==> src/rtl/tld_pkg.sv <==
// Shared types, byte codes and helpers for the telnet line discipline.
package tld_pkg;

  localparam logic [7:0] B_IAC   = 8'hff;
  localparam logic [7:0] B_WILL  = 8'hfb;
  localparam logic [7:0] B_WONT  = 8'hfc;
  localparam logic [7:0] B_DO    = 8'hfd;
  localparam logic [7:0] B_DONT  = 8'hfe;
  localparam logic [7:0] B_CR    = 8'h0d;
  localparam logic [7:0] B_LF    = 8'h0a;
  localparam logic [7:0] B_BS    = 8'h08;
  localparam logic [7:0] B_DEL   = 8'h7f;
  localparam logic [7:0] B_ETX   = 8'h03;
  localparam logic [7:0] B_SP    = 8'h20;
  localparam logic [7:0] B_TILDE = 8'h7e;
  localparam logic [7:0] B_ZERO  = 8'h00;

  localparam logic [7:0] OPT_ECHO   = 8'd1;
  localparam logic [7:0] OPT_SGA    = 8'd3;
  localparam logic [7:0] OPT_STATUS = 8'd5;

  localparam int QUEUE_DEPTH = 4;
  localparam int QUEUE_AW    = $clog2(QUEUE_DEPTH);

  typedef enum logic [2:0] {
    EV_NONE   = 3'd0,
    EV_APPEND = 3'd1,
    EV_ERASE  = 3'd2,
    EV_LINE   = 3'd3,
    EV_INTR   = 3'd4,
    EV_CONN   = 3'd5
  } event_t;

  // One reply: up to three bytes, event reported on the final word.
  typedef struct packed {
    logic [7:0] b0;
    logic [7:0] b1;
    logic [7:0] b2;
    logic [1:0] cnt;
    event_t     ev;
    logic [7:0] ch;
  } job_t;

  function automatic logic refused_option(input logic [7:0] opt);
    return opt inside {8'd24, 8'd31, 8'd32, 8'd33, 8'd34, 8'd35, 8'd37, 8'd39};
  endfunction

endpackage

==> src/rtl/tld_if.sv <==
// Valid/ready channel interfaces for the input and result words.
interface tld_in_if;
  logic       valid;
  logic       ready;
  logic       action;
  logic [7:0] rx_byte;

  modport source (output valid, action, rx_byte, input ready);
  modport sink   (input valid, action, rx_byte, output ready);
endinterface

interface tld_out_if;
  logic       valid;
  logic       ready;
  logic [7:0] peer_byte;
  logic       peer_valid;
  logic [2:0] event_res;
  logic [7:0] event_char;
  logic       last;

  modport source (output valid, peer_byte, peer_valid, event_res, event_char, last,
                  input ready);
  modport sink   (input valid, peer_byte, peer_valid, event_res, event_char, last,
                  output ready);
endinterface

==> src/rtl/tld_front.sv <==
// Front end: accepts words, tracks line and command state, builds reply jobs.
module tld_front #(
  parameter int LINE_CAPACITY = 255
) (
  input  logic          clk,
  input  logic          rst,
  tld_in_if.sink        in_ch,
  input  logic          q_ready,
  output logic          q_push,
  output tld_pkg::job_t q_job
);
  import tld_pkg::*;

  localparam logic [7:0] CAP = 8'(LINE_CAPACITY);

  logic [7:0] line_count, line_count_next;
  logic       in_command, in_command_next;
  logic [1:0] command_length, command_length_next;
  logic [7:0] command_verb, command_verb_next;
  logic       accept;
  logic [7:0] b;
  job_t       job;

  assign in_ch.ready = q_ready;
  assign accept      = in_ch.valid && q_ready;
  assign b           = in_ch.rx_byte;
  assign q_job       = job;
  assign q_push      = accept && (job.cnt != 2'd0);

  always_comb begin
    line_count_next     = line_count;
    in_command_next     = in_command;
    command_length_next = command_length;
    command_verb_next   = command_verb;
    job                 = '{b0: B_ZERO, b1: B_ZERO, b2: B_ZERO, cnt: 2'd0,
                            ev: EV_NONE, ch: B_ZERO};
    if (in_ch.action) begin
      job = '{b0: B_IAC, b1: B_WILL, b2: OPT_ECHO, cnt: 2'd3, ev: EV_CONN, ch: B_ZERO};
    end else if (in_command || b == B_IAC) begin
      if (b == B_IAC) begin
        in_command_next     = 1'b1;
        command_length_next = 2'd1;
        command_verb_next   = B_ZERO;
      end else if (command_length < 2'd2) begin
        command_verb_next   = b;
        command_length_next = 2'd2;
        if (!(b inside {B_WILL, B_WONT, B_DO, B_DONT})) begin
          in_command_next     = 1'b0;
          command_length_next = 2'd0;
        end
      end else begin
        in_command_next     = 1'b0;
        command_length_next = 2'd0;
        if (command_verb == B_WILL && refused_option(b)) begin
          job = '{b0: B_IAC, b1: B_DONT, b2: b, cnt: 2'd3, ev: EV_NONE, ch: B_ZERO};
        end else if (command_verb == B_DO && b == OPT_SGA) begin
          job = '{b0: B_IAC, b1: B_WILL, b2: b, cnt: 2'd3, ev: EV_NONE, ch: B_ZERO};
        end else if (command_verb == B_DO && b == OPT_STATUS) begin
          job = '{b0: B_IAC, b1: B_WONT, b2: b, cnt: 2'd3, ev: EV_NONE, ch: B_ZERO};
        end
      end
    end else if (b inside {B_CR, B_ETX}) begin
      line_count_next = 8'd0;
      job = '{b0: B_CR, b1: B_LF, b2: B_ZERO, cnt: 2'd2,
              ev: (b == B_CR) ? EV_LINE : EV_INTR, ch: B_ZERO};
    end else if (b inside {B_BS, B_DEL}) begin
      if (line_count != 8'd0) begin
        line_count_next = line_count - 8'd1;
        job = '{b0: B_BS, b1: B_SP, b2: B_BS, cnt: 2'd3, ev: EV_ERASE, ch: B_ZERO};
      end
    end else if (b inside {[B_SP:B_TILDE]}) begin
      if (line_count < CAP) begin
        line_count_next = line_count + 8'd1;
        job = '{b0: b, b1: B_ZERO, b2: B_ZERO, cnt: 2'd1, ev: EV_APPEND, ch: b};
      end
    end
  end

  always_ff @(posedge clk) begin
    if (rst) begin
      line_count     <= 8'd0;
      in_command     <= 1'b0;
      command_length <= 2'd0;
      command_verb   <= 8'd0;
    end else if (accept) begin
      line_count     <= line_count_next;
      in_command     <= in_command_next;
      command_length <= command_length_next;
      command_verb   <= command_verb_next;
    end
  end

endmodule

==> src/rtl/tld_queue.sv <==
// Short job queue between front and back ends.
module tld_queue (
  input  logic          clk,
  input  logic          rst,
  input  logic          push,
  input  tld_pkg::job_t wdata,
  output logic          ready,
  output logic          valid,
  input  logic          pop,
  output tld_pkg::job_t rdata
);
  import tld_pkg::*;

  localparam logic [QUEUE_AW:0] FULL = (QUEUE_AW + 1)'(QUEUE_DEPTH);

  job_t                slots [QUEUE_DEPTH];
  logic [QUEUE_AW-1:0] wr_ptr;
  logic [QUEUE_AW-1:0] rd_ptr;
  logic [QUEUE_AW:0]   count;
  logic                do_push;
  logic                do_pop;

  assign ready   = (count != FULL);
  assign valid   = (count != '0);
  assign rdata   = slots[rd_ptr];
  assign do_push = push && ready;
  assign do_pop  = pop && valid;

  always_ff @(posedge clk) begin
    if (rst) begin
      wr_ptr <= '0;
      rd_ptr <= '0;
      count  <= '0;
    end else begin
      if (do_push) begin
        wr_ptr <= (wr_ptr == QUEUE_AW'(QUEUE_DEPTH - 1)) ? '0 : wr_ptr + 1'b1;
      end
      if (do_pop) begin
        rd_ptr <= (rd_ptr == QUEUE_AW'(QUEUE_DEPTH - 1)) ? '0 : rd_ptr + 1'b1;
      end
      if (do_push && !do_pop) begin
        count <= count + 1'b1;
      end else if (do_pop && !do_push) begin
        count <= count - 1'b1;
      end
    end
  end

  always_ff @(posedge clk) begin
    if (do_push) begin
      slots[wr_ptr] <= wdata;
    end
  end

endmodule

==> src/rtl/tld_back.sv <==
// Back end: plays out each job one word per cycle while the receiver is ready, through an output register.
module tld_back (
  input  logic          clk,
  input  logic          rst,
  input  logic          q_valid,
  input  tld_pkg::job_t q_job,
  output logic          q_pop,
  tld_out_if.source     out_ch
);
  import tld_pkg::*;

  job_t       cur;
  logic       busy;
  logic [1:0] idx;
  logic       o_valid;
  logic [7:0] o_byte;
  event_t     o_ev;
  logic [7:0] o_ch;
  logic       o_last;
  logic       adv;
  logic       emit;
  logic       is_last;
  logic [7:0] sel_byte;

  assign adv     = !o_valid || out_ch.ready;
  assign emit    = busy && adv;
  assign is_last = (idx == cur.cnt - 2'd1);
  assign q_pop   = q_valid && (!busy || (emit && is_last));

  always_comb begin
    case (idx)
      2'd0:    sel_byte = cur.b0;
      2'd1:    sel_byte = cur.b1;
      default: sel_byte = cur.b2;
    endcase
  end

  always_ff @(posedge clk) begin
    if (rst) begin
      busy    <= 1'b0;
      idx     <= 2'd0;
      o_valid <= 1'b0;
    end else begin
      if (adv) begin
        o_valid <= busy;
      end
      if (q_pop) begin
        busy <= 1'b1;
        idx  <= 2'd0;
      end else if (emit) begin
        if (is_last) begin
          busy <= 1'b0;
        end else begin
          idx <= idx + 2'd1;
        end
      end
    end
  end

  always_ff @(posedge clk) begin
    if (q_pop) begin
      cur <= q_job;
    end
    if (emit) begin
      o_byte <= sel_byte;
      o_ev   <= is_last ? cur.ev : EV_NONE;
      o_ch   <= is_last ? cur.ch : B_ZERO;
      o_last <= is_last;
    end
  end

  assign out_ch.valid      = o_valid;
  assign out_ch.peer_byte  = o_byte;
  assign out_ch.peer_valid = 1'b1;
  assign out_ch.event_res  = o_ev;
  assign out_ch.event_char = o_ch;
  assign out_ch.last       = o_last;

endmodule

==> src/rtl/telnet_line_discipline.sv <==
// Telnet receive line discipline with IAC option negotiation (top level).
//
// in_ch carries one received byte (action 0) or a new-connection event
// (action 1) per word. out_ch carries the bytes to send back to the peer,
// one per word, with the host event on the word marked last. A word that
// causes no reply gives no output word.
//
// The front end classifies a word in the cycle it is accepted and pushes a
// reply job into a four-entry queue; the back end plays a job out at one
// word per cycle while the receiver is ready, through an output register.
// The queue, the job register and the output register lie between a word
// and its first reply. Input is taken every cycle while the queue has room,
// so output sets the rate: echo 1 word, CR/Ctrl-C 2, erase and option 3.
//
// Reset clears the line count, the command state, the queue and the output
// register. When the receiver stalls, the output word holds, the queue
// fills, and in_ch.ready drops once four jobs are waiting.
module telnet_line_discipline #(
  parameter int LINE_CAPACITY = 255
) (
  input  logic      clk,
  input  logic      rst,
  tld_in_if.sink    in_ch,
  tld_out_if.source out_ch
);
  import tld_pkg::*;

  logic q_push;
  logic q_ready;
  logic q_valid;
  logic q_pop;
  job_t push_job;
  job_t pop_job;

  tld_front #(
    .LINE_CAPACITY(LINE_CAPACITY)
  ) u_front (
    .clk    (clk),
    .rst    (rst),
    .in_ch  (in_ch),
    .q_ready(q_ready),
    .q_push (q_push),
    .q_job  (push_job)
  );

  tld_queue u_queue (
    .clk  (clk),
    .rst  (rst),
    .push (q_push),
    .wdata(push_job),
    .ready(q_ready),
    .valid(q_valid),
    .pop  (q_pop),
    .rdata(pop_job)
  );

  tld_back u_back (
    .clk    (clk),
    .rst    (rst),
    .q_valid(q_valid),
    .q_job  (pop_job),
    .q_pop  (q_pop),
    .out_ch (out_ch)
  );

  a_push_room: assert property (@(posedge clk) disable iff (rst) q_push |-> q_ready)
    else $error("job pushed into full queue");

  a_pop_job: assert property (@(posedge clk) disable iff (rst)
    q_pop |-> (q_valid && pop_job.cnt != 2'd0))
    else $error("empty job taken from queue");

  a_event_last: assert property (@(posedge clk) disable iff (rst)
    (out_ch.valid && out_ch.event_res != EV_NONE) |-> out_ch.last)
    else $error("event on a word that is not last");

  a_append_char: assert property (@(posedge clk) disable iff (rst)
    (out_ch.valid && out_ch.event_res == EV_APPEND) |->
      (out_ch.event_char == out_ch.peer_byte))
    else $error("appended char differs from echoed byte");

endmodule

==> src/flat_wrapper.sv <==
// flat-port wrapper written by rule: the top's interface ports become plain ports
module telnet_line_discipline_flat import tld_pkg::*;
#(
  parameter int LINE_CAPACITY = 255
)
  (clk, rst, in_ch_valid, in_ch_action, in_ch_rx_byte, in_ch_ready, out_ch_valid, out_ch_peer_byte, out_ch_peer_valid, out_ch_event_res, out_ch_event_char, out_ch_last, out_ch_ready);
  tld_in_if in_ch_i ();
  tld_out_if out_ch_i ();
  input  logic clk;
  input  logic rst;
  input wire logic [$bits(in_ch_i.valid)-1:0] in_ch_valid;
  input wire logic [$bits(in_ch_i.action)-1:0] in_ch_action;
  input wire logic [$bits(in_ch_i.rx_byte)-1:0] in_ch_rx_byte;
  output wire logic [$bits(in_ch_i.ready)-1:0] in_ch_ready;
  output wire logic [$bits(out_ch_i.valid)-1:0] out_ch_valid;
  output wire logic [$bits(out_ch_i.peer_byte)-1:0] out_ch_peer_byte;
  output wire logic [$bits(out_ch_i.peer_valid)-1:0] out_ch_peer_valid;
  output wire logic [$bits(out_ch_i.event_res)-1:0] out_ch_event_res;
  output wire logic [$bits(out_ch_i.event_char)-1:0] out_ch_event_char;
  output wire logic [$bits(out_ch_i.last)-1:0] out_ch_last;
  input wire logic [$bits(out_ch_i.ready)-1:0] out_ch_ready;
  assign in_ch_i.valid = in_ch_valid;
  assign in_ch_i.action = in_ch_action;
  assign in_ch_i.rx_byte = in_ch_rx_byte;
  assign in_ch_ready = in_ch_i.ready;
  assign out_ch_valid = out_ch_i.valid;
  assign out_ch_peer_byte = out_ch_i.peer_byte;
  assign out_ch_peer_valid = out_ch_i.peer_valid;
  assign out_ch_event_res = out_ch_i.event_res;
  assign out_ch_event_char = out_ch_i.event_char;
  assign out_ch_last = out_ch_i.last;
  assign out_ch_i.ready = out_ch_ready;
  telnet_line_discipline #(.LINE_CAPACITY(LINE_CAPACITY)) u_core (.clk(clk), .rst(rst), .in_ch(in_ch_i), .out_ch(out_ch_i));
endmodule
==> config.mk <==
export PLATFORM = sky130hd
export DESIGN_NAME = telnet_line_discipline_flat
export DESIGN_NICKNAME = d
export VERILOG_FILES = /design/src/rtl/tld_pkg.sv /design/src/rtl/tld_if.sv /design/src/rtl/tld_front.sv /design/src/rtl/tld_queue.sv /design/src/rtl/tld_back.sv /design/src/rtl/telnet_line_discipline.sv /design/src/flat_wrapper.sv
export SDC_FILE = /design/constraint.sdc
export NUM_CORES = 1
export LEC_CHECK = 0
export ABC_AREA = 1
export CAP_MARGIN = 20
export CORE_ASPECT_RATIO = 2
export CORE_MARGIN = 2
export CORE_UTILIZATION = 36
export DETAILED_ROUTE_END_ITERATION = 10
export DONT_BUFFER_PORTS = 1
export PLACE_DENSITY_LB_ADDON = 0.1
export RECOVER_POWER = 50
export SYNTH_ARGS = -nofsm -noshare
export SYNTH_HDL_FRONTEND = slang
export SYNTH_HIERARCHICAL = 1
export SYNTH_SLANG_ARGS = --single-unit
==> constraint.sdc <==
create_clock -name clk -period 7.7 [get_ports clk]
set_input_delay 0 -clock clk [delete_from_list [all_inputs] [get_ports clk]]
set_output_delay 0 -clock clk [all_outputs]
set_load 0.02 [all_outputs]
# Word-level counts from Yosys, hierarchy flattened
# Memory sizes are Yosys's and may differ from the RTL's. A register that Yosys moved wholly into a read port is not among the register bits.
# Cells that the tools add are included.
[op_classes]
multipliers = 0
eq_ne = 27
n_div = 0
order_cmp = 4
bitwise = 3
reduce_logical = 41
muxes = 36
n_shift = 0
n_addsub = 8
[op_table]
columns = ["operator", "count"]
rows = [
  ["two-way mux 37 bit", 11],
  ["== test 8 bit (second input constant)", 7],
  ["two-way mux 8 bit", 7],
  ["== test 8 x 6 -> 1 bit (second input constant)", 6],
  ["two-way mux 33 bit", 1],
  ["== test 8 x 4 -> 1 bit (second input constant)", 2],
  ["== test 8 x 5 -> 1 bit (second input constant)", 2],
  ["case mux 8 bit (2 select lines)", 1],
  ["nonzero test 8 bit", 2],
  ["nonzero test 2 bit", 7],
  ["logical AND 1 bit", 13],
  ["two-way mux 2 bit", 5],
  ["two-way mux 3 bit", 3],
  ["nonzero test 3 bit", 3],
  ["adder 8 x 1 -> 8 bit (second input constant)", 1],
  ["== test 8 x 2 -> 1 bit (second input constant)", 1],
  ["== test 8 x 3 -> 1 bit (second input constant)", 1],
  ["== test 8 x 7 -> 1 bit (second input constant)", 1],
  [">= comparator 8 x 6 -> 1 bit (second input constant)", 1],
  ["less-or-equal comparator 8 x 7 -> 1 bit (second input constant)", 1],
  ["less-than comparator 8 bit (second input constant)", 1],
  ["two-way mux 1 bit", 8],
  ["AND reduction 4 bit", 2],
  ["subtractor 8 x 1 -> 8 bit (second input constant)", 1],
  ["other kinds (19)", 31],
]
[totals]
romBits = 0
ramBits = 148
out_inout_bits = 23
latch_bits = 0
inputBits = 13
elab_cells = 134
register_bits = 50
mem_count = 1
[mem_list]
columns = ["memory", "depth", "width", "read_ports", "rd_ports_with_merged_regs", "write_ports", "line", "text"]
rows = [
  ["u_core.u_queue.slots", 4, 37, 1, 1, 1, "tld_queue.sv:16", "job_t slots [QUEUE_DEPTH];"],
]

# Longest topological paths before layout
# Gate-level depths: netlist (run 1).
[depth]
word_depth = 16
ltp_mapped = 24
mapped_depth_nobuf = 23

# By module
# The synthesis (run 1) kept the hierarchy.
[modules_own_cells]
columns = ["module", "seq_area_each_um2", "instances", "cells_each", "area_each_um2"]
rows = [
  ["tld_queue", 4624.4, 1, 427, 5984.5],
  ["tld_back", 1791.7, 1, 152, 2239.6],
  ["tld_front", 360.3, 1, 326, 1933.1],
]

# Worst setup path before layout (run 1)
# No wires, ideal clock.
[synth_path]
kind = "register to register"
from = "reg u_core.u_front.command_verb[5]"
to = "mem u_core/u_queue/slots[0][0] (netlist name), enable pin"
arrival_time_ps = 2927
slack_ps = 4342
period_less_slack_ps = 3358
path_buffers = 0
setup_ps = 431
required_ps = 7269
path_stages_with_launch = 13
cell_sequence = "dfxtp_1 > nand2_1 > nor2_1 > nand2_1 > nor3_1 > nand2_1 > nand2_1 > nand2_1 > nand4_1 > nand2_1 > inv_1 > nand2_1 > nor2_1"
[synth_via]
elab_chain_cells = 14
elab_cells_between_ends = 17
classes_between = "eq/ne: 2; mux: 9; reduce/logical: 6"
[synth_rtl]
columns = ["element", "line", "text"]
rows = [
  ["start, declared", "tld_front.sv:19", "logic [7:0] command_verb, command_verb_next;"],
  ["start signal, assigned", "tld_front.sv:89", "command_verb <= command_verb_next;"],
  ["== test 8 bit", "tld_front.sv:56, tld_front.sv:58", ""],
  ["logical AND 1 bit", "tld_front.sv:58", "end else if (command_verb == B_DO && b == OPT_STATUS) begin"],
  ["two-way mux 37 bit", "tld_front.sv:58", ""],
  ["two-way mux 37 bit", "tld_front.sv:56", "end else if (command_verb == B_DO && b == OPT_SGA) begin"],
  ["two-way mux 37 bit *", "tld_front.sv:54", "if (command_verb == B_WILL && refused_option(b)) begin"],
  ["two-way mux 37 bit *", "tld_front.sv:44", "end else if (command_length < 2'd2) begin"],
  ["two-way mux 37 bit *", "tld_front.sv:40", "if (b == B_IAC) begin"],
  ["two-way mux 37 bit *", "tld_front.sv:39", "end else if (in_command || b == B_IAC) begin"],
  ["two-way mux 37 bit *", "tld_front.sv:37", "if (in_ch.action) begin"],
  ["nonzero test 2 bit *", "tld_front.sv:28", "assign q_push = accept && (job.cnt != 2'd0);"],
  ["logical AND 1 bit *", "tld_front.sv:28", ""],
  ["via u_core.q_push", "telnet_line_discipline.sv:28", "logic q_push;"],
  ["logical AND 1 bit *", "tld_queue.sv:26", "assign do_push = push && ready;"],
  ["two-way mux 1 bit *", "tld_queue.sv:50", "if (do_push) begin"],
  ["two-way mux 1 bit (not written as such) *", "tld_queue.sv:51", "slots[wr_ptr] <= wdata;"],
  ["end, declared", "tld_queue.sv:16", ""],
]
# The timed path passes the listed nets; every way through them passes the cells marked *.

==> results.txt, run 1 <==
The worst max-slew margin expressed relative to the limit came out at -71.62%. Setup violations remaining at the end of the flow were counted as 0. The setup total negative slack came out at 0 ns. The per-cell routed wire length is about 19 um.

In this run, CTS created clock tree buffers numbering 23. The share of layout cells above drive strength 1 came out at 7.987%. The total inserted antenna cells is 0. STA classifies the critical path endpoint as a flip-flop. Clock latency on the worst-skew pair, taken at its later pin, is 0.51 ns. Combinational cells account for 22.6% of the total power. The area of the die is ~30000 um^2. The first-pass iteration count of the detailed router came out at 5. CTS placed an instance of clkbuf_16 at the clock tree root. The synthesis-to-finish area growth is 11.17%. In this run switching power makes up 32.17% of total power.

The final critical delay including setup and external delays came out at 3.727 ns. The post-synthesis cell type count is 40. The remaining global-route overflow came out at 0.

The largest net degree at the start of global routing is 61. Per report_power, the sequential group accounts for a little under 50% of the total. The async set or reset register ratio after synthesis is 0%. The worst clock skew is about 0.0077 ns.

The floorplan step set the die width to ~120 um. Data on the critical path arrives at its endpoint at 3.97 ns. The residual antenna-violating net count after detailed routing came out at 0.

The number of pins with negative max-slew slack in the final report was 79. The power dissipated by switching net loads is 0.001235 W. The placed instances occupy a cell area of 10460 um^2. The startpoint class of the critical path is a flip-flop. The checks that failed: capacitance limit, slew limit. The count of port buffers added during placement came out at 0.

The average footprint of a synthesized cell is 11.22 um^2. The detailed-route DRC error count came out at 0. The number of levels in the clock H-tree is 1. Counting every sink on the clock net gives 236.

The share of the clock period used by the worst path is 48.41%. Counting along the longest clock path gives a buffer depth of 3. The number of hold violations in the final report came to 0.

The number of warnings issued by yosys came out at 6. The design internal power came out at 0.002604 W. The max capacitance violation total came out at 2. The detailed router's first-iteration violation count came out at 384. The half-perimeter wire length after placement came out at approximately 15000 um. The min-delay analysis places its worst path in the category in -> reg. Setup repair after global routing left no endpoint under its margin. The number of top-level pins is 36. The number of antenna violations at the first check in global routing came out at 0. The count of standard-cell rows is a little under 90. The worst setup path is of the reg -> reg kind. The endpoint required time on the critical path is 7.94 ns. The effective utilization at floorplan came out at between 30% and 40%. Global routing used between 15 and 20% of the available tracks across all layers. The predominant post-synthesis flop cell is edfxtp_1. The via count of the first global-routing pass came to 6667. For this design the ratio of total power to cell area is approximately 340 nW/um^2. The share of the yosys chip area belonging to registers came out at 66.72%. The maximum net fanout on the critical path came out at 38.

The final wirelength came out at ~24000 um. For the pin with the worst max-slew slack, the measured transition is 2.574 ns. The final instance area came out at 11290 um^2.

In the routed layout, each cell is associated on average with a via count of roughly 5. The maximum resistive drop on vdd came out at 0.0001532 V. The synthesized netlist cell count came out at 905.

The final core utilization is 40.36%. The quantity of gates resized following cts came out at 0. In this run the standard cell core region covers 27980 um^2.

TritonCTS built the clock tree. The number of vias in the routed layout came out at 6443. Per report_power, the clock group accounts for 27.7% of the total.

The floorplan die height is 241.6 um. The register clock-pin slew on the reported worst setup and hold paths is ~0.060 ns. The cell area after synthesis came out at 10160 um^2.

The maximum clock frequency is 268.3 MHz. The number of synthesized register bits came out at 236. The run finished, with violations left. In the final design database the tool counted 952 nets. The number of synthesized flops with an enable pin came out at around 210. The global-route wire length before repair came out at 37450 um. The leakage dissipation came out at about 4.2 nW.

Routability-driven placement finished with a final weighted congestion of 0.8446.
==> layout make-up <==
type	count	area, um^2
fill	2711	16680
sequential	236	6778
multi-input combinational	551	2789
clock buffer	33	633.1
tap	356	445.4
inverter	80	302.8
timing repair buffer	31	281.5
clock inverter	8	62.56
==> kinds of logic (layout without fill, tap and decap cells) <==
kind of cell	Yosys count	after routing	synth area share (%)
buffers and inverters	120	152	5.642
xor gates and xnor gates	4	4	0.3450
and+or+nand+nor	367	367	16.25
AOI/OAI and AO/OA	160	160	8.857
other	2	4	0.07394
adders and majority gates	16	16	2.119
DFF	236	236	66.72
==> what timing repair did <==
item                                   in CTS  in global routing
setup endpoints to repair                   0                  0
hold buffers                               20                  0
buffers inserted                            0                  0
endpoints found under the hold margin     139                  0
==> registers in the layout (all words and copies together), names as in the netlist, named ones only <==
register / count
u_core/u_back/busy: 1
u_core/u_queue/count: 3
u_core/u_back/out_ch.valid: 1
u_core/u_queue/rd_ptr: 2
u_core/u_queue/wr_ptr: 2
u_core/u_back/idx: 2
u_core/u_front/command_length: 1
u_core/u_queue/slots: 148
u_core/u_back/out_ch.peer_byte: 8
u_core/u_front/line_count: 8
u_core/u_back/cur: 37
u_core/u_back/out_ch.last: 1
u_core/u_back/out_ch.event_char: 8
u_core/u_back/out_ch.event_res: 3
u_core/u_front/in_command: 1
u_core/u_front/command_verb: 8
==> path summary, 6_finish.rpt <==
kind                            cells past startpoint                                        start                                     endpoint  slack (ns)
worst max-delay path                                5                                    flip-flop              u_core/u_back/cur[14]$_DFFE_PP_        3.97
worst max register to register                      5                                    flip-flop              u_core/u_back/cur[14]$_DFFE_PP_        3.97
worst min-delay path                                4                             in_ch_rx_byte[2]        u_core/u_queue/slots[2][23]$_DFFE_PP_        0.02
worst min register to register                      2  u_core/u_front/command_verb[5]$_SDFFE_PP0P_  u_core/u_front/command_verb[5]$_SDFFE_PP0P_        0.47
==> metal layers <==
layer | up-vias | share of wire (%) | GRT usage (%)
li1 | 3171 | - | -
met1 | 3127 | 40 | 18.77
met2 | 112 | 55 | 31.02
met3 | 33 | 3.2 | 2.123
met4 | 0 | 2.2 | 4.767
met5 | - | 0 | 0
==> cells in the mapped netlist (all sizes together) (2+ instances only) <==
| cell type | instances | area share (%) |
|---|---|---|
| edfxtp | 205 | 61 |
| nor2 | 153 | 6.2 |
| nand2 | 143 | 6.0 |
| o21ai | 80 | 3.9 |
| inv | 78 | 2.9 |
| nand3 | 49 | 2.7 |
| o22ai | 37 | 2.3 |
| a21oi | 33 | 1.9 |
| dfxtp | 31 | 6.1 |
| buf | 27 | 2.2 |
| ha | 14 | 1.7 |
| nand4 | 14 | 0.86 |
| clkbuf | 13 | 0.49 |
| a22oi | 8 | 0.59 |
| nor3 | 6 | 0.30 |
| clkinv | 2 | 0.086 |
| conb | 2 | 0.074 |
| fa | 2 | 0.39 |
| nand3b | 2 | 0.15 |
| xnor2 | 2 | 0.17 |
| xor2 | 2 | 0.17 |
==> per-stage QoR <==
stage          setup WS [ns]  hold slack (ns)  total power (W)  cells
2_1_floorplan          4.342          0.06907         0.002555    907
3_3_place_gp           4.474          0.07782         0.002805   1234
3_5_place_dp           4.427          0.07885         0.002817   1234
4_1_cts                4.410          0.01780         0.003911   1295
5_1_grt                3.630          0.02063         0.004066   1295
6_report               3.973          0.02246         0.003839   1295
==> layout by cell type, fill, tap and decap left out, types with 6 or more instances in the layout <==
cell type / n
a21oi_1: 31
a22oi_1: 8
buf_4: 8
clkbuf_1: 11
clkbuf_16: 23
clkinv_1: 6
dfxtp_1: 30
dlygate4sd3_1: 19
edfxtp_1: 205
ha_1: 14
inv_1: 71
inv_2: 6
nand2_1: 131
nand2_2: 8
nand3_1: 46
nand4_1: 14
nor2_1: 141
nor2_4: 6
nor3_1: 6
o21ai_0: 58
o21ai_1: 22
o22ai_1: 37
==> power groups by stage <==
stage | Sequential (W) | Combinational, W | Clock (W)
after floorplan | 0.00190 | 0.000652 | 0
after global placement | 0.00192 | 0.000882 | 0
after detailed placement | 0.00193 | 0.000892 | 0
after CTS | 0.00190 | 0.000909 | 0.00110
after global routing | 0.00193 | 0.000993 | 0.00114
final | 0.00191 | 0.000869 | 0.00106
==> critical path, cell delays in order, from the launching register on <==
cell	delay (ns)
dfxtp_1	0.31
clkbuf_1	1.43
inv_1	0.99
buf_4	0.47
o21ai_1	0.11
o22ai_1	0.12
Note: power is estimated with default switching activity, not from simulation.
==> run 2, diff against run 1 <==
==> constraint.sdc (replaced) <==
create_clock -name clk -period 3.6 [get_ports clk]
set_input_delay 0 -clock clk [delete_from_list [all_inputs] [get_ports clk]]
set_output_delay 0 -clock clk [all_outputs]
set_load 0.02 [all_outputs]
==> results.txt, run 2 (synthesis gave the netlist of run 1 again) <==
The flow ran to the end, but the final reports show violations. The final reports fail on capacitance limit, slew limit. Summed over all nets, the half-perimeter wirelength after detailed placement is 14360 um. The critical path capture point type is a flip-flop. The min-delay analysis places its worst path in the category in -> reg. The setup total negative slack is 0 ns. The overall routing resource usage came out at 16.28%. The library cells used most frequently in the layout, excluding fill and tap cells, are edfxtp_1, nor2_1, nand2_1.

The top register by number of flip-flops is u_core/u_queue/slots. The die is 122.8 um wide. The residual antenna-violating net count after detailed routing is 0.

The areal power density over the cells came out at 734.1 nW/um^2. On the final layout, the worst clock skew is 0.008428 ns. At the end of routability-driven placement, the weighted congestion stood at 0.8493. The number of vias in the routed layout came out at 6444.

The flip-flop count of the largest register after layout came out at 148. The core footprint came out at 27980 um^2. The number of levels in the clock H-tree came out at 1. The area of the die is 29660 um^2.

The clock tree from TritonCTS is done. The via count of the first global-routing pass is about 6500. The worst pin sits at a relative slew slack of -5.888%. The final-stage net count came out at 947. The per-cell routed wire length is 18.25 um. The floorplan die height came out at 241.6 um.

The final critical delay including setup and external delays came out at 3.306 ns. The detailed-route DRC error count is 0. The remaining global-route overflow came out at 0.

The number of antenna violations at the first check in global routing is 0. The total inserted antenna cells is 0. The final wirelength came out at 23550 um. The endpoint required time on the critical path is 4.00 ns. The TritonCTS buffer count is 23. The root buffer cell chosen for the clock tree is clkbuf_16. The first-pass iteration count of the detailed router is 4. Clock-pin slew was measured on the worst setup and hold paths at 0.06 ns. In this run the deepest clock path goes through 3 buffers.

The share of the clock period used by the worst path came out at 91.84%. The maximum clock frequency came out at approximately 300 MHz. Relative to the synthesized area, the layout overhead comes to 11.73%. The detailed router finished its first iteration with 441 violations.

The startpoint-to-endpoint class of the critical path is in -> reg. The maximum net fanout on the critical path is 9. The count of port buffers added during placement is 0. For this configuration, the core starts out at a cell density of between 30% and 40%.

The number of clock sinks is between 200 and 250. The setup slack after placement came out at 0.5468 ns. Across the run, the number of max-cap violations was 2. The maximum resistive drop on vdd is 0.0003866 V. The detailed-route vias per instance is 4.995. The commonest non-fill, non-tap cell in the layout is edfxtp_1. The largest registers in the layout are u_core/u_queue/slots x148, u_core/u_back/cur x37. The post-CTS setup repair buffer count is 0.

The startpoint class of the critical path is a primary input. Setup repair after global routing left no endpoint under its margin. Setup violations remaining at the end of the flow were counted as 0. The analysis attributes to cell leakage a power of slightly above 4 nW. The insertion delay to the later sink of the worst-skew pair is 0.51 ns. The number of hold violations in the final report came out at 0. The final worst slack is ~0.29 ns.

Across all register-to-register paths, the minimum setup slack is 0.67 ns. The post-route netlist has under 10% of its cells at a drive strength greater than 1. The number of top-level pins came out at 36. Data arrives at the worst endpoint at ~3.7 ns. The global-route wire length before repair came out at 36850 um. The largest net degree at the start of global routing came out at 75. The number of pins with negative max-slew slack in the final report is 75. The count of standard-cell rows is 87. At the pin with the least slew margin, the transition time is 1.588 ns.
-- run 2: cell types whose count changed in the layout (fill, tap and decap cells not counted), moves of 2 or more --
cell	previous run	this run
clkbuf_2	0	2
clkbuf_1	11	9
clkbuf_8	2	0
bufinv_16	1	3
buf_4	8	4
nand2_2	8	10
dlygate4sd3_1	19	14
buf_12	1	4
inv_1	71	69
clkinvlp_4	0	3
nor2_4	6	8
-- run 2: final timing paths --
path                                                  to                                        start  cells past startpoint
max                 u_core/u_queue/count[1]$_SDFFE_PP0P_                             in_ch_rx_byte[4]                     18
min                u_core/u_queue/slots[2][18]$_DFFE_PP_                             in_ch_rx_byte[5]                      4
max reg2reg         u_core/u_queue/count[2]$_SDFFE_PP0P_  u_core/u_front/command_verb[4]$_SDFFE_PP0P_                     21
min reg2reg  u_core/u_front/command_verb[5]$_SDFFE_PP0P_  u_core/u_front/command_verb[5]$_SDFFE_PP0P_                      2
-- run 2: worst max-delay path: stages --
cell and delay (ns):
dlygate4sd3_1 0.72, nand4_1 0.11, dlygate4sd3_1 0.63, nor2_4 0.18, inv_4 0.09, nand2_4 0.08
nor2_4 0.06, nand2_1 0.16, nand4_1 0.21, nand2_1 0.15, inv_1 0.10, nand2_2 0.21
inv_1 0.07, ha_1 0.21, inv_1 0.09, fa_1 0.41, o21ai_0 0.17, nor2_1 0.05
-- run 2: through the flow --
stage               instances  total power [W]  hold WS (ns)  utilization, %  instance area, um^2
floorplan                 907         0.005465       0.06907               -                10160
global placement         1234         0.006032       0.08182           37.55                10510
detailed placement       1234         0.006067       0.08469           37.55                10510
CTS                      1289         0.008499      0.007838           40.68                11380
global route             1290         0.008809       0.07653           40.57                11350
finish                   1290         0.008331       0.03192           40.57                11350
-- run 2: where the power goes --
group | total, W | switching [W] | internal, W
clock | 0.00237 | 0.000975 | 0.00140
sequential | 0.00407 | 0.000302 | 0.00377
combinational | 0.00189 | 0.00137 | 0.000514
total | 0.00833 | 0.00265 | 0.00568
-- run 2: per-layer routing --
layer | GRT usage (%) | vias up | wire [um] | share of wire, %
li1 | - | 3165 | - | -
met1 | 19.40 | 3129 | 9778 | 42
met2 | 29.12 | 110 | 12290 | 52
met3 | 2.052 | 40 | 729 | 3.1
met4 | 6.288 | 0 | 746 | 3.2
met5 | 0 | - | 0 | 0
-- run 2: repair_timing --
item	4_1_cts	5_1_grt
endpoints found under the setup margin	0	2
hold endpoints to repair	139	0
gates resized for setup	0	1
hold buffers	14	0
-- run 2: final cells by class --
class | count | area (um^2)
repair buffers | 26 | 291.5
clock inverters | 10 | 128.9
fillers | 2666 | 16630
multi-input cells | 551 | 2796
well taps | 356 | 445.4
clock buffers | 31 | 605.6
flip-flops and latches | 236 | 6777
inverters | 80 | 304.0
==> run 3, diff against run 2 <==
--- a/config.mk
+++ b/config.mk
@@ -16,5 +16,4 @@
 export RECOVER_POWER = 50
 export SYNTH_ARGS = -nofsm -noshare
 export SYNTH_HDL_FRONTEND = slang
-export SYNTH_HIERARCHICAL = 1
 export SYNTH_SLANG_ARGS = --single-unit
==> results.txt, run 3 <==
The number of synthesized register bits is about 220. The average footprint of a synthesized cell is 11.63 um^2. The proportion of total power due to net switching came out at 31.63%. The tree is rooted in a clkbuf_16. The number of clock sinks is 224. The highest metal layer carrying signal wires in the routed design is met4. The flow ran to the end, and the final reports show no timing, DRC or antenna violations. The number of hold violations in the final report came out at 0.

The critical path goes through dlygate4sd3_1, nand2_1, nor3_1, nand2_4, nand2_1, nor2_1, nand2_1, nand4_1, nand2_2, inv_2, ha_1, inv_1, fa_1, a21oi_1, o21ai_0, o21ai_0, a21oi_1. The post-place instance area is between 9000 and 10000 um^2. The register clock-pin slew on the reported worst setup and hold paths came out at 0.06 ns. Measured along the x axis, the die boundary spans between 100 and 150 um. The maximum clock frequency came out at 347.3 MHz. The count of port buffers added during placement came out at 0. In this run the tightest slew margin relative to its limit is 2.746%. The async set or reset register ratio after synthesis came out at 0%. Counting the buffers created by CTS gives 21. The number of synthesized flops with an enable pin is a little under 200. In the finished design, the share of the clock period the worst path needs comes to 79.98%.

The insertion delay to the later sink of the worst-skew pair came out at about 0.50 ns. After detailed routing, the number of remaining DRC violations is 0. The detailed-routing wirelength on met1 came out at 8409 um. The number of levels in the clock H-tree came out at 1. In the final layout, the registers with the most flip-flops are u_core.u_queue.slots x140, u_core.u_back.cur x35. The share of layout cells above drive strength 1 is slightly below 8%. The effective utilization at floorplan is 36.59%. The die covers 27570 um^2. Sorting the synthesized cells by how often they occur yields edfxtp_1, nor2_1, nand2_1. The worst setup path is captured at a flip-flop.

The deepest clock path buffer count is 3. The register with the most flip-flops in the final layout is u_core.u_queue.slots. The filler cell count in the final layout came out at roughly 2500. The cell area after synthesis is 9424 um^2.

Detailed placement ended at an HPWL of ~15000 um. The final instance area is between 10000 and 15000 um^2. The arrival time at the worst endpoint is roughly 3.3 ns. The via count of the first global-routing pass is 6412. The synthesis-to-finish area growth came out at 13.40%. The proportion of netlist area held by the largest area contributor came out at 62.13%.

In this run the worst setup path begins at in_ch_rx_byte[5]. The remaining global-route overflow is 0. The library cell used most frequently in the layout, excluding fill and tap cells, is edfxtp_1. The detailed-route vias per instance came out at 5.093.

The routability-driven placement congestion ratio came out at 0.8256. The top cell type by total area after synthesis is edfxtp_1. The most used flip-flop cell after synthesis is edfxtp_1. By area the synthesized netlist is led by edfxtp_1, dfxtp_1, nor2_1, o21ai_0, nand2_1. By startpoint and endpoint, the worst setup path is classified as in -> reg. The post-synthesis cell type count came out at 43. The part of the power in registers is 49.5%. The count of standard-cell rows came out at 83. In the post-synthesis netlist, the cell with the most instances is edfxtp_1. In this run, the clock network consumes 28.5% of the power. The design internal power came out at between 0.005 and 0.006 W.

The worst reg-to-reg path cell count came out at 16. After layout, the design draws a total of roughly 0.0077 W. The worst clock skew came out at roughly 0.0074 ns.

The number of antenna violations at the first check in global routing is 0. In this run the worst path has a maximum fanout of 13. During synthesis, Yosys emitted a total of 0 warnings. The worst path needs 2.879 ns of the cycle, external delays included.

The power dissipated by switching net loads came out at 0.002428 W. Wires add up to 22830 um. On the critical path, the stage with the largest delay is an instance of dlygate4sd3_1. The final number of setup-violating endpoints is 0.

The startpoint of the lowest-slack register-to-register path is u_core.u_front.command_verb[1]$_SDFFE_PP0P_. The endpoint required time on the critical path came out at about 4 ns. At the pin with the least slew margin, the transition time is 1.459 ns. In the final timing run, aggregate negative setup slack is 0 ns. The most numerous cell on the critical path is nand2_1. The overall routing resource usage is 17.03%.

The flip-flop count of the largest register after layout came out at 140. The repair_antennas step left the layout with diodes totalling 0. The share of total power dissipated in combinational logic is 22.0%. Setup repair after global routing left no endpoint under its margin. The classification of the worst-slack hold path is in -> reg.

The core footprint came out at 25750 um^2. In the layout the commonest cells are edfxtp_1, nor2_1, nand2_1. The number of vias in the routed layout came out at 6066. The largest stage delay on the critical path came out at 0.64 ns. Entering global routing, the biggest net connects 73 pins. The first global-routing pass estimated 35910 um of wire. The share of the yosys chip area belonging to registers is 68.30%. The max capacitance violation total came out at 0. The detailed router finished its first iteration with ~420 violations. The final-stage net count is 868. In this run the count of I/O pins placed on the die edge is 36. After technology mapping, the gate count stands at 810. The setup check on the worst reg-to-reg path leaves a slack of 0.76 ns.

The number of pins with negative max-slew slack in the final report came out at 0. The maximum resistive drop on vdd is 0.0003718 V. The areal power density over the cells is 718.4 nW/um^2. The met3 wirelength from detailed routing came out at 692 um. The critical path ends at u_core.u_queue.count[2]$_SDFFE_PP0P_. The first detailed-routing pass ran for 4 iterations.

The startpoint class of the critical path is a primary input. The detail route stage leaves a number of antenna-violating nets equal to 0. From bottom edge to top edge, the die measures 232.8 um.

The per-cell routed wire length came out at roughly 19 um. In this run the critical register-to-register path is captured at u_core.u_queue.count[2]$_SDFFE_PP0P_. The clock tree from TritonCTS is done. For this design the static power due to leakage is 3.830 nW. The routed length on met2 is around 13000 um.
[run 3: changes by cell type after synthesis, moves of 9 or more]
cell / delta
buf_6: -9
clkbuf_1: +13
edfxtp_1: -10
nand2_1: -40
nand3_1: -10
nor2_1: -23
o21ai_0: +33
o21ai_1: -28
[run 3: cells by family (layout without fill, tap and decap cells)]
logic type,after synthesis,in the layout,synth area share [%]
AOI/OAI and AO/OA,174,174,10.66
and+or+nand+nor,281,281,13.42
buffers and inverters,104,134,4.421
DFF,224,224,68.30
other,2,13,0.07969
xor gates and xnor gates,9,9,0.8365
adders and majority gates,16,16,2.284
[run 3: metrics by stage]
step | hold WS [ns] | worst slack (ns) | utilization [%] | instances
5_1_grt | 0.08988 | 0.4049 | 41.49 | 1191
3_5_place_dp | 0.07029 | 0.7691 | 38.51 | 1140
4_1_cts | 0.02237 | 0.7304 | 41.70 | 1191
2_1_floorplan | 0.1700 | 0.4037 | - | 821
3_3_place_gp | 0.06663 | 0.7894 | 38.51 | 1140
6_report | 0.04754 | 0.7208 | 41.49 | 1191
[run 3: routing by layer]
layer / GRT usage, % / up-vias
met5: 0 / -
met4: 6.585 / 0
met3: 1.765 / 35
met2: 33.85 / 115
met1: 18.07 / 3006
li1: - / 2910
[run 3: final cells by class]
type | instances | area, um^2 | share of cell area, %
flip-flops and latches | 224 | 6436 | 60.23
multi-input cells | 493 | 2610 | 24.42
clock buffers | 22 | 529.3 | 4.953
well taps | 340 | 425.4 | 3.981
repair buffers | 27 | 282.8 | 2.646
inverters | 72 | 270.3 | 2.529
clock inverters | 13 | 132.6 | 1.241
[run 3: timing repair]
item	4_1_cts	5_1_grt
hold buffers	16	0
endpoints found under the hold margin	113	0
setup buffers	0	0
resized for setup	0	0
[run 3: how the worst min path moves through the flow]
stage / startpoint / to / slack (ns) / cells after the start
3_3_place_gp: rst / u_core.u_front.line_count[6]$_SDFFE_PP0P_ / 0.07 / 1
5_1_grt: in_ch_rx_byte[2] / u_core.u_queue.slots[3][23]$_DFFE_PP_ / 0.09 / 4
2_1_floorplan: in_ch_rx_byte[3] / u_core.u_front.command_verb[3]$_SDFFE_PP0P_ / 0.17 / 2
4_1_cts: in_ch_rx_byte[2] / u_core.u_queue.slots[3][23]$_DFFE_PP_ / 0.02 / 4
3_5_place_dp: rst / u_core.u_front.line_count[6]$_SDFFE_PP0P_ / 0.07 / 1
6_report: in_ch_rx_byte[2] / u_core.u_queue.slots[3][23]$_DFFE_PP_ / 0.05 / 4
[run 3: worst max-delay path: cells and delay by family]
family	cells	cell delay [ns]
and+or+nand+nor	8	1.41
AOI/OAI and AO/OA	4	0.50
buffers and inverters	3	0.82
adders and majority gates	2	0.57
[run 3: power groups by stage]
stage / Clock (W) / Sequential [W] / Combinational (W)
after floorplan: 0 / 0.00381 / 0.00115
after global placement: 0 / 0.00386 / 0.00168
after detailed placement: 0 / 0.00387 / 0.00173
after CTS: 0.00225 / 0.00381 / 0.00175
after global routing: 0.00234 / 0.00385 / 0.00193
final: 0.00219 / 0.00380 / 0.00169
